==> config.mk <==
export PLATFORM = sky130hd
export DESIGN_NAME = annexb_nal_unit_splitter_top
export DESIGN_NICKNAME = d
export VERILOG_FILES = /design/src/rtl/nalsplit_pkg.sv /design/src/rtl/annexb_nal_unit_splitter_top.sv /design/src/rtl/nalsplit_in_reg.sv /design/src/rtl/nalsplit_scan.sv
export SDC_FILE = /design/constraint.sdc
export NUM_CORES = 1
export LEC_CHECK = 0
export BUFFER_PORTS_ARGS = -buffer_cell sky130_fd_sc_hd__buf_2
export CAP_MARGIN = 20
export CORE_ASPECT_RATIO = 1.75
export CORE_MARGIN = 5
export CORE_UTILIZATION = 55
export CTS_CLUSTER_SIZE = 25
export DETAILED_ROUTE_END_ITERATION = 6
export PLACE_DENSITY = 0.77
export SETUP_SLACK_MARGIN = 0.2
export SLEW_MARGIN = 25
export SYNTH_ARGS = -nofsm -noshare
export SYNTH_HDL_FRONTEND = slang
export SYNTH_SLANG_ARGS = --single-unit
==> constraint.sdc <==
create_clock -name clk -period 5.61 [get_ports clk]
set_input_delay 0.2805 -clock clk [delete_from_list [all_inputs] [get_ports clk]]
set_output_delay 0.2805 -clock clk [all_outputs]
set_load 0.01 [all_outputs]
==> src/rtl/nalsplit_pkg.sv <==
// shared types and constants for the annex b nal unit splitter
package nalsplit_pkg;

  localparam int MAX_PACKET_BYTES = 1048576;
  localparam int BYTE_W = 8;
  localparam int TYPE_W = 5;
  localparam int POS_W  = 20;
  localparam int LEN_W  = 21;
  localparam int RUN_W  = 2;

  localparam logic [LEN_W-1:0] LEN_CAP =
    (MAX_PACKET_BYTES > (2**LEN_W) - 1) ? {LEN_W{1'b1}} : LEN_W'(MAX_PACKET_BYTES);

  localparam logic [BYTE_W-1:0] START_BYTE = 8'h01;
  localparam logic [BYTE_W-1:0] ZERO_BYTE  = 8'h00;
  localparam logic [TYPE_W-1:0] NAL_SEI    = 5'd6;
  localparam logic [RUN_W-1:0]  RUN_MAX    = 2'd3;
  localparam logic [RUN_W-1:0]  RUN_START  = 2'd2;

  typedef struct packed {
    logic [BYTE_W-1:0] data_byte;
    logic              last_byte;
  } in_item_t;

  typedef struct packed {
    logic [TYPE_W-1:0] nal_type;
    logic [POS_W-1:0]  nal_offset;
    logic [LEN_W-1:0]  nal_size;
    logic              packet_end;
  } nal_result_t;

endpackage

==> src/rtl/annexb_nal_unit_splitter_top.sv <==
// top level of the annex b nal unit splitter
//
// channel  direction  handshake             payload
// in       input      in_valid / in_ready    data_byte, last_byte
// out      output     out_valid / out_ready  nal_type, nal_offset, nal_size, packet_end
// cfg      input      cfg_write_en           cfg_write_data (skip_sei)
//
// one byte per cycle while out_ready is high; a byte is held in the input register, and
// the scan registers its unit result in the result register when it takes the byte
// a byte passes the input register and then the result register before out_valid rises
// rst is synchronous; it clears the scan state and sets skip_sei to 1
// a stalled out_ready holds the result and backs up through in_ready
module annexb_nal_unit_splitter_top (
  input  logic                                clk,
  input  logic                                rst,
  input  logic                                cfg_write_en,
  input  logic                                cfg_write_data,
  input  logic                                in_valid,
  output logic                                in_ready,
  input  logic [nalsplit_pkg::BYTE_W-1:0]     data_byte,
  input  logic                                last_byte,
  output logic                                out_valid,
  input  logic                                out_ready,
  output logic [nalsplit_pkg::TYPE_W-1:0]     nal_type,
  output logic [nalsplit_pkg::POS_W-1:0]      nal_offset,
  output logic [nalsplit_pkg::LEN_W-1:0]      nal_size,
  output logic                                packet_end
);

  nalsplit_pkg::in_item_t     in_item;
  nalsplit_pkg::in_item_t     item;
  logic                       item_valid;
  logic                       item_ready;
  nalsplit_pkg::nal_result_t  result;

  assign in_item.data_byte = data_byte;
  assign in_item.last_byte = last_byte;

  nalsplit_in_reg u_in_reg (
    .clk        (clk),
    .rst        (rst),
    .in_valid   (in_valid),
    .in_ready   (in_ready),
    .in_item    (in_item),
    .item_valid (item_valid),
    .item_ready (item_ready),
    .item       (item)
  );

  nalsplit_scan u_scan (
    .clk            (clk),
    .rst            (rst),
    .cfg_write_en   (cfg_write_en),
    .cfg_write_data (cfg_write_data),
    .item_valid     (item_valid),
    .item_ready     (item_ready),
    .item           (item),
    .out_valid      (out_valid),
    .out_ready      (out_ready),
    .result         (result)
  );

  assign nal_type   = result.nal_type;
  assign nal_offset = result.nal_offset;
  assign nal_size   = result.nal_size;
  assign packet_end = result.packet_end;

endmodule

==> src/rtl/nalsplit_in_reg.sv <==
// input register holding one accepted byte transaction
module nalsplit_in_reg (
  input  logic                     clk,
  input  logic                     rst,
  input  logic                     in_valid,
  output logic                     in_ready,
  input  nalsplit_pkg::in_item_t   in_item,
  output logic                     item_valid,
  input  logic                     item_ready,
  output nalsplit_pkg::in_item_t   item
);

  logic item_valid_next;

  assign in_ready = !item_valid || item_ready;

  always_comb begin
    item_valid_next = item_valid;
    if (in_ready) begin
      item_valid_next = in_valid;
    end
  end

  always_ff @(posedge clk) begin
    if (rst) begin
      item_valid <= 1'b0;
    end else begin
      item_valid <= item_valid_next;
    end
  end

  always_ff @(posedge clk) begin
    if (in_ready && in_valid) begin
      item <= in_item;
    end
  end

endmodule

==> src/rtl/nalsplit_scan.sv <==
// start code scan, unit tracking and result register
module nalsplit_scan (
  input  logic                        clk,
  input  logic                        rst,
  input  logic                        cfg_write_en,
  input  logic                        cfg_write_data,
  input  logic                        item_valid,
  output logic                        item_ready,
  input  nalsplit_pkg::in_item_t      item,
  output logic                        out_valid,
  input  logic                        out_ready,
  output nalsplit_pkg::nal_result_t   result
);

  logic                                skip_sei;
  logic [nalsplit_pkg::RUN_W-1:0]      zero_run, zero_run_next;
  logic                                in_unit, in_unit_next;
  logic [nalsplit_pkg::POS_W-1:0]      byte_position, byte_position_next;
  logic [nalsplit_pkg::POS_W-1:0]      unit_start, unit_start_next;
  logic [nalsplit_pkg::LEN_W-1:0]      unit_length, unit_length_next;
  logic [nalsplit_pkg::TYPE_W-1:0]     unit_kind, unit_kind_next;
  logic                                out_valid_next;

  logic                                consume;
  logic                                is_start;
  logic [nalsplit_pkg::LEN_W-1:0]      run_ext;
  logic [nalsplit_pkg::LEN_W-1:0]      start_size;
  logic [nalsplit_pkg::LEN_W-1:0]      len_inc;
  logic [nalsplit_pkg::TYPE_W-1:0]     kind_new;
  logic                                emit_start, emit_end, emit;
  nalsplit_pkg::nal_result_t           res_next;

  assign item_ready = !out_valid || out_ready;
  assign consume    = item_valid && item_ready;

  always_comb begin
    is_start   = (item.data_byte == nalsplit_pkg::START_BYTE) &&
                 (zero_run >= nalsplit_pkg::RUN_START);
    run_ext    = nalsplit_pkg::LEN_W'(zero_run);
    start_size = (unit_length >= run_ext) ? (unit_length - run_ext) : '0;
    len_inc    = unit_length;
    if (in_unit && (unit_length < nalsplit_pkg::LEN_CAP)) begin
      len_inc = unit_length + nalsplit_pkg::LEN_W'(1);
    end
    kind_new = unit_kind;
    if (in_unit && (unit_length == '0)) begin
      kind_new = item.data_byte[nalsplit_pkg::TYPE_W-1:0];
    end

    emit_start = is_start && in_unit && (start_size != '0) &&
                 !(skip_sei && (unit_kind == nalsplit_pkg::NAL_SEI));
    emit_end   = !is_start && item.last_byte && in_unit && (len_inc != '0) &&
                 !(skip_sei && (kind_new == nalsplit_pkg::NAL_SEI));
    emit       = emit_start || emit_end;

    res_next.nal_offset = unit_start;
    if (is_start) begin
      res_next.nal_type   = unit_kind;
      res_next.nal_size   = start_size;
      res_next.packet_end = 1'b0;
    end else begin
      res_next.nal_type   = kind_new;
      res_next.nal_size   = len_inc;
      res_next.packet_end = 1'b1;
    end

    byte_position_next = byte_position + nalsplit_pkg::POS_W'(1);
    if (is_start) begin
      in_unit_next     = 1'b1;
      unit_start_next  = byte_position + nalsplit_pkg::POS_W'(1);
      unit_length_next = '0;
      unit_kind_next   = '0;
      zero_run_next    = '0;
    end else begin
      in_unit_next     = in_unit;
      unit_start_next  = unit_start;
      unit_length_next = len_inc;
      unit_kind_next   = kind_new;
      if (item.data_byte == nalsplit_pkg::ZERO_BYTE) begin
        zero_run_next = (zero_run < nalsplit_pkg::RUN_MAX) ?
                        zero_run + nalsplit_pkg::RUN_W'(1) : nalsplit_pkg::RUN_MAX;
      end else begin
        zero_run_next = '0;
      end
    end
    if (item.last_byte) begin
      byte_position_next = '0;
      in_unit_next       = 1'b0;
      unit_start_next    = '0;
      unit_length_next   = '0;
      unit_kind_next     = '0;
      zero_run_next      = '0;
    end

    out_valid_next = out_valid;
    if (consume) begin
      out_valid_next = emit;
    end else if (out_ready) begin
      out_valid_next = 1'b0;
    end
  end

  always_ff @(posedge clk) begin
    if (rst) begin
      skip_sei      <= 1'b1;
      zero_run      <= '0;
      in_unit       <= 1'b0;
      byte_position <= '0;
      unit_start    <= '0;
      unit_length   <= '0;
      unit_kind     <= '0;
      out_valid     <= 1'b0;
    end else begin
      if (cfg_write_en) begin
        skip_sei <= cfg_write_data;
      end
      if (consume) begin
        zero_run      <= zero_run_next;
        in_unit       <= in_unit_next;
        byte_position <= byte_position_next;
        unit_start    <= unit_start_next;
        unit_length   <= unit_length_next;
        unit_kind     <= unit_kind_next;
      end
      out_valid <= out_valid_next;
    end
  end

  always_ff @(posedge clk) begin
    if (consume && emit) begin
      result <= res_next;
    end
  end

endmodule

==> run_results.csv <==
group,metric,value,unit
sta,rsz0062_at_grt,"false",
synth,synth-edff-count,56,
sta,fmax,229.8,MHz
floorplan,fp.dieH,155.5,um
floorplan,ios,64,
sta,fin_skew,0.01205,ns
floorplan,die_area,14480,um2
synth,syn_area,6651,um2
sta,final-setup-viol-count,0,
pwr,leakagePower,2.759,nW
worst_setup_path,startpoint_type,"register",
pwr,powerDensity,285.5,nW/um2
floorplan,num_rows,53,
clocking,root_buffer,"clkbuf_16",
finish,final_net_count,799,
job,cap_violations,0,
route,wl_per_cell,19.25,um
synth,ys.flop_type,"dfxtp_1",
route,drt_iter0_markers,402,
synth,syn_avg_cell_area,8.892,um2
route,first_pass_iters,6,
run_status,outcome,"finished clean",
synth,ys_warn_count,0,
route,ant_nets,0,
finish,final_util,63.39,%
finish,drive_above_1_share,16.20,%
synth,postSynthCellCount,748,
finish,area_growth,13.75,%
sta,drv_slew,0,
pwr,ir_worst_vdd,0.2203,mV
clocking,cts_made_buffers,17,
grt,grt.total_usage,24.94,%
grt,grt_pass1_vias,5899,
place,place_congestion,0.9306,
clocking,cts.sinks,128,
clocking,path_clk_slew,0.07,ns
clocking,cts-resized-gates,0,
sta,tightest_slew,1.114,ns
worst_setup_path,critical_path_arrival,4.44,ns
sta,timing.hold.ws,0.02823,ns
clocking,clock_path_buffers,2,
route,routed_wl,17.84,mm
place,preCtsSetupSlack,1.267,ns
worst_setup_path,cp.required,5.69,ns
worst_setup_path,crit_fanout,25,
sta,slew_headroom,25.46,%
sta,setup_slack,1.258,ns
finish,final_cell_mix,"97 x nor2_1, 72 x dfxtp_1, 70 x a21oi_1, 67 x nand2_1, 63 x buf_2",
worst_hold_path,hold_path_class,"in -> reg",
worst_setup_path,cp-end-kind,"register",
clocking,h-tree-depth,4,
synth,ys_types,66,
synth,ys_ff_latch,128,
finish,n_antenna_cell,0,
place,port-buffer-count,63,
finish,final_common_cell,"nor2_1",
sta,finalCritPeriodShare,77.58,%
grt,gr-total-overflow,0,
grt,grt_max_degree,43,
worst_setup_path,crit_type,"reg -> reg",
route,vias_per_cell,6.375,
clocking,clk_latency,0.42,ns
place,hpwl,12.06,mm
clocking,cts_tree,"yes",
synth,synthArstFlopShare,0,%
grt,grt_antenna_before_repair,0,
clocking,ctsHoldBuffers,0,
sta,hold_violations,0,
sta,fin_tns_setup,0,ns
floorplan,start_util,55.72,%
sta,min_period,4.352,ns
finish,fillers,985,
synth,seq_area_frac_synth,46.95,%
clocking,cts_setup_buffers,0,
grt,grt_pass1_wl,28.40,mm
synth,synth_nets,770,
route,drcViolationCount,0,
route,vias,5910,
floorplan,die_w,93.13,um
floorplan,coreArea,11940,um2
through the flow:
stage | std cells | cell area, um2 | power [mW]
finish | 927 | 7566 | 2.160
floorplan | 748 | 6651 | 1.050
CTS | 927 | 7566 | 2.167
detailed placement | 895 | 6973 | 1.076
global placement | 895 | 6973 | 1.074
global route | 927 | 7566 | 2.230
area by class of cell:
| type | instances | area [um2] | area share (%) |
|---|---|---|---|
| clock buffers | 17 | 425.4 | 5.623 |
| repair buffers | 72 | 382.9 | 5.060 |
| multi-input cells | 548 | 3258 | 43.06 |
| clock inverters | 15 | 167.7 | 2.216 |
| inverters | 10 | 37.54 | 0.4961 |
| well taps | 137 | 171.4 | 2.266 |
| flip-flops and latches | 128 | 3123 | 41.28 |
worst max-delay path, stage by stage (launching register included):
cell and delay, ns:
dfxtp_1 0.36, inv_1 0.17, ha_1 0.17, inv_1 0.05, fa_1 0.44, nor3_1 0.54, nand2_1 0.21, or3_1 0.40
xor2_1 0.16, nand4_1 0.13, o311ai_1 0.17, a21oi_4 0.74, buf_4 0.46
per-layer routing:
metal	part of all wire, %	wire length [um]	track usage [%]
met1	36	6452	24.70
met2	54	9716	47.20
met3	4.8	852	4.548
met4	4.6	823	14.47
met5	0	0	0
kinds of logic after synthesis:
group                      count (synthesis)  synth area share (%)
and+or+nand+nor                          317                 23.83
AOI/OAI and AO/OA                        169                 15.73
DFF                                      128                 46.95
buffers and inverters                     72                 4.326
xor gates and xnor gates                  37                 4.872
muxes                                     18                 2.859
adders and majority gates                  7                 1.430
flip-flops by register name (all words and copies together), names as in the netlist:
name / cells
u_scan.result: 47
u_scan.unit_length: 21
u_scan.byte_position: 20
u_scan.unit_start: 20
u_in_reg.item: 9
u_scan.unit_kind: 5
u_scan.zero_run: 2
u_in_reg.item_valid: 1
u_scan.in_unit: 1
u_scan.out_valid: 1
u_scan.skip_sei: 1
final timing paths:
path | start | endpoint | slack, ns | depth (start not counted)
worst min register to register | u_scan.unit_start[14] | u_scan.result[36] | 0.43 | 0
worst max register to register | u_scan.unit_length[0] | u_scan.result[41] | 1.26 | 12
worst min-delay path | data_byte[7] | u_in_reg.item[8] | 0.03 | 1
worst max-delay path | u_scan.unit_length[0] | u_scan.result[41] | 1.26 | 12
report_power, final:
| group | switching, mW | internal (mW) | leakage [nW] | total, mW |
|---|---|---|---|---|
| logic | 0.0559 | 0.0238 | 1.38 | 0.0797 |
| registers | 0.00623 | 0.972 | 1.09 | 0.978 |
| clock network | 0.469 | 0.634 | 0.286 | 1.10 |
| total | 0.531 | 1.63 | 2.76 | 2.16 |
synthesized netlist by cell type (14+ instances only):
cell      number  area, um2
nor2_1        98      367.9
xnor2_1       23      201.4
dfxtp_1       72       1441
clkbuf_1      52      195.2
nand3_1       22      110.1
o21ai_0       35      175.2
nor3_1        35      175.2
or3_1         16      100.1
a22oi_1       17      127.6
nand2_1       67      251.5
xor2_1        14      122.6
edfxtp_1      56       1682
a21oi_1       71      355.3
No activity file was read; power rests on OpenSTA's default activity.
